<file path="src/rtl/lzwc_pkg.sv">
package lzwc_pkg;

  // code width and dictionary size (table depth is a power of two)
  localparam int CODE_BITS  = 16;
  localparam int TABLE_BITS = 16;
  localparam int TABLE_ENTRIES = 1 << TABLE_BITS;

  // generation tag kept with every dictionary entry; tag zero is never current
  localparam int EPOCH_BITS = 8;

  localparam logic [CODE_BITS-1:0] NO_PREFIX  = CODE_BITS'((1 << CODE_BITS) - 1);
  localparam logic [CODE_BITS-1:0] FIRST_CODE = CODE_BITS'(256);
  localparam logic [31:0]          HASH_MULT  = 32'd2654435761;

  // one dictionary entry
  typedef struct packed {
    logic [EPOCH_BITS-1:0] epoch;
    logic [CODE_BITS-1:0]  prefix;
    logic [7:0]            pair_byte;
    logic [CODE_BITS-1:0]  code;
  } entry_t;

  localparam int ENTRY_W = EPOCH_BITS + 2 * CODE_BITS + 8;

  // commands from the controller to the datapath
  typedef struct packed {
    logic take;        // latch input byte, register the hash product
    logic own_prefix;  // prefix takes the incoming byte's own code
    logic rd_first;    // read the dictionary at the hashed slot
    logic rd_next;     // read the next slot (linear probe)
    logic hit_prefix;  // prefix takes the matched code
    logic learn;       // emit prefix, advance next code, prefix takes byte code
    logic store;       // write the new pair into the probed slot
    logic flush;       // emit remaining prefix, clear prefix
    logic drop;        // forget learned entries, next code back to 256
    logic clr_step;    // clearing pass writes one entry
  } cmd_t;

  // status from the datapath to the controller
  typedef struct packed {
    logic no_prefix;
    logic final_byte;
    logic hit;
    logic empty;
    logic last_probe;
    logic refill;
    logic epoch_wrap;
    logic clr_done;
    logic room;
  } status_t;

endpackage

</file>
<file path="src/rtl/lzwc_ctrl.sv">
module lzwc_ctrl (
  input  logic              clk,
  input  logic              rst_n,
  input  logic              in_tvalid,
  input  logic              in_tlast,
  output logic              in_tready,
  input  lzwc_pkg::status_t st,
  output lzwc_pkg::cmd_t    cmd
);

  typedef enum logic [4:0] {
    S_CLEAR = 5'b00001,
    S_IDLE  = 5'b00010,
    S_PROBE = 5'b00100,
    S_CHECK = 5'b01000,
    S_FLUSH = 5'b10000
  } state_t;

  state_t state_r, state_nxt;
  logic   accept;

  assign in_tready = (state_r == S_IDLE) && st.room;
  assign accept    = in_tvalid && in_tready;

  // sequencing of one byte: take, first probe and compare/probe loop (only with a prefix pending), optional flush
  always_comb begin
    cmd       = '0;
    state_nxt = state_r;
    unique case (state_r)
      S_CLEAR: begin
        cmd.clr_step = 1'b1;
        if (st.clr_done) begin
          state_nxt = S_IDLE;
        end
      end
      S_IDLE: begin
        if (accept) begin
          cmd.take = 1'b1;
          if (st.no_prefix) begin
            cmd.own_prefix = 1'b1;
            state_nxt      = in_tlast ? S_FLUSH : S_IDLE;
          end else begin
            state_nxt = S_PROBE;
          end
        end
      end
      S_PROBE: begin
        cmd.rd_first = 1'b1;
        state_nxt    = S_CHECK;
      end
      S_CHECK: begin
        priority if (st.hit) begin
          cmd.hit_prefix = 1'b1;
          state_nxt      = st.final_byte ? S_FLUSH : S_IDLE;
        end else if (st.empty || st.last_probe) begin
          // miss: learn the pair if a free slot was found
          cmd.learn = 1'b1;
          cmd.store = st.empty;
          if (st.final_byte) begin
            state_nxt = S_FLUSH;
          end else if (st.refill) begin
            cmd.drop  = 1'b1;
            state_nxt = st.epoch_wrap ? S_CLEAR : S_IDLE;
          end else begin
            state_nxt = S_IDLE;
          end
        end else begin
          cmd.rd_next = 1'b1;
        end
      end
      S_FLUSH: begin
        cmd.flush = 1'b1;
        cmd.drop  = 1'b1;
        state_nxt = st.epoch_wrap ? S_CLEAR : S_IDLE;
      end
      default: begin
        state_nxt = S_CLEAR;
      end
    endcase
  end

  always_ff @(posedge clk) begin
    if (!rst_n) begin
      state_r <= S_CLEAR;
    end else begin
      state_r <= state_nxt;
    end
  end

endmodule

</file>
<file path="config.mk">
export PLATFORM = sky130hd
export DESIGN_NAME = lzwc_ctrl
export DESIGN_NICKNAME = d
export VERILOG_FILES = /design/src/rtl/lzwc_pkg.sv /design/src/rtl/lzwc_ctrl.sv
export SDC_FILE = /design/constraint.sdc
export NUM_CORES = 1
export LEC_CHECK = 0
export BUFFER_PORTS_ARGS = -buffer_cell sky130_fd_sc_hd__buf_2
export CORE_AREA = 2 2 39 41
export DETAILED_ROUTE_END_ITERATION = 16
export DIE_AREA = 0 0 41 43
export SLEW_MARGIN = 20
export SYNTH_ARGS = -nofsm -noshare
export SYNTH_HDL_FRONTEND = slang
export SYNTH_SLANG_ARGS = --single-unit
</file>
<file path="constraint.sdc">
create_clock -name clk -period 4.35 [get_ports clk]
set_input_delay 0.2175 -clock clk [delete_from_list [all_inputs] [get_ports clk]]
set_output_delay 0.2175 -clock clk [all_outputs]
set_load 0.005 [all_outputs]
</file>
==> results.txt <==
Final Hold Vio Count = 0
Worst R2R Start = state_r[3]
core area = 1380 um2
Final period util = 42.8%
highest-count cells in the layout ignoring fill and taps = buf_2, nor2_1, and3_1, dfxtp_1
WP data arrival = 1.65 ns
Synth warnings = 0
status = complete, no violations
MaxCap Viol Count = 0
Final Core Density = 40.5%
Initial DRC Count = 12
syn_nets = 63
Detail Placement HPWL = 897 um
met3 wire len = 41 um
H-tree levels = 1
DRC viols = 0
Post-Route WL = 1.06 mm
crit path max fanout = 7
Worst-Margin Slew = 0.347 ns
reg2reg setup slack = 2.70 ns
Site Rows = 14
max FFs per register = 5
routed wl met2 = 559 um
Net count, final = 90
Power Total = 199 uW
Hold/Removal Path Class = in -> reg
# resized after CTS = 0
Detailed Routing Iterations Pass 1 = 4
Pwr Density = 356 nW/um2
delay-heaviest family, CP = simple AND/OR/NAND/NOR gates
clk buf depth = 2
area grow syn2layout = 39.1%
fin. max-slew vios = 0
Met1 Wirelength = 460 um
most common cell after layout, fill and taps aside = buf_2
Clk pin slew, worst setup/hold paths = 0.04 ns
Num CTS Buffers = 3
Peak VDD IR = 0.158 mV
RePlAce Congestion = 0.749
Setup Skew = 0.00123 ns
kind of critical path = reg -> out
CTS Root Cell = clkbuf_4
Worst setup SP type = flip-flop
Cell Chain, Critical Path = or3_1 > or3b_4 > o41ai_1 > buf_2
cell taking the most area after synthesis = dfxtp_1
largest net degree at the start of global routing = 8
Worst Hold Endpoint = state_r[2]
Cell Area, Placed = 534 um2
CP Capture Type = primary output
reg2reg end = state_r[0]
CP Buf/Inv Count = 1
die area = 1760 um2
max_slew headroom = 76.6%
ANT cells = 0
CP required = 4.13 ns
Starting Density = 29.1%
final setup fails = 0
Worst path max stage delay = 0.41 ns
highest-delay cell along the critical path = or3_1
syn_area_per_cell = 8.06 um2
Max Used Layer = met3
Die Ht = 43 um
f_max = 0.537 GHz
CTS sink cnt = 5
Biggest register = state_r
Post-CTS Setup Bufs = 0
Post-synth EDFFs = 0
Routed Antenna Nets = 0
Synth Flop Type = dfxtp_1
top-area cell type share of the netlist area = 24.8%
largest cells by area after synthesis = dfxtp_1, and3_1, nor2_1, nor4_1, o311ai_2
IO Pins = 24
grt total ovfl = 0
TritonCTS clock tree = done
Mapped Area = 403 um2
fraction of layout instances using a drive strength above 1 = 42.1%
hold-fix buffers at CTS = 0
die span in x = 41 um
Routed WL per cell = 11.5 um
Period minus WS final = 1.86 ns
hold_sp = st[8]
initial antenna violation count = 0
ys async rst share = 0%
vias per cell = 5.13
worst-skew pair later-pin latency = 0.24 ns
detailed-route via count = 472
hold path depth = 2
first-pass GRT wire length = 1.60 mm
Yosys cell types = 29
IO Port Bufs = 23
FILL cells = 147
post-synthesis cell count = 50
Leak = 0.284 nW
total track usage = 13.5%
FF+latch count, synth = 5
TNS Setup = 0 ns
FF-to-FF path depth = 6
RSZ-0062 raised after global routing = no
Non-Filler Cell Area, Final = 561 um2
vias in the first global route = 433
top flop regs = state_r x5
sequential-to-total area share from yosys stat = 24.8%
-- cell families (layout without fill, tap and decap cells) --
kind of cell | count (synthesis) | after routing | synth area share, %
xor gates and xnor gates | 1 | 1 | 2.17
buffers and inverters | 4 | 30 | 3.73
and+or+nand+nor | 28 | 28 | 42.9
muxes | 1 | 1 | 2.48
AOI/OAI and AO/OA | 11 | 11 | 23.9
DFF | 5 | 5 | 24.8
-- metal layers --
metal  vias up  track usage [%]
li1        249                -
met1       213             15.2
met3         0             1.57
met2        10             22.5
met4         0             8.00
met5         -                0
-- per-stage QoR --
step / hold slack [ns] / cells / setup slack, ns
after global routing: 0.201 / 92 / 2.44
final: 0.191 / 92 / 2.49
after floorplan: 0.291 / 50 / 2.77
after CTS: 0.186 / 92 / 2.48
after detailed placement: 0.440 / 88 / 2.71
after global placement: 0.435 / 88 / 2.76
-- cells in the mapped netlist, types with 2 or more instances --
library cell  n
and3_1        5
inv_1         3
and2_1        2
nor3b_1       2
nor2_1        6
nor4_1        3
dfxtp_1       5
nand3b_1      2
a31oi_1       2
-- cell type report --
cell class                 instances  area, um2  share of cell area, %
tap                               16       20.0                   3.57
multi-input combinational         41        288                   51.3
inverter                           3       11.3                   2.01
timing repair buffer              23        115                   20.5
clock buffer                       4       26.3                   4.69
sequential                         5        100                   17.9
-- power breakdown --
group          total, mW  leakage [nW]  switching, mW  internal (mW)
clock network     0.0525        0.0150         0.0179         0.0346
logic             0.0819         0.228         0.0413         0.0406
registers         0.0650        0.0408         0.0116         0.0534
total              0.199         0.284         0.0708          0.129
-- how the worst max path moves through the flow --
stage                          start  cells after the start    endpoint
after floorplan           state_r[3]                      6  state_r[0]
after global placement    state_r[3]                      6  state_r[0]
after detailed placement  state_r[3]                      6  state_r[0]
after CTS                 state_r[3]                      4      cmd[1]
after global routing      state_r[3]                      4      cmd[1]
final                     state_r[3]                      4      cmd[1]
No activity file was read; power rests on OpenSTA's default activity.
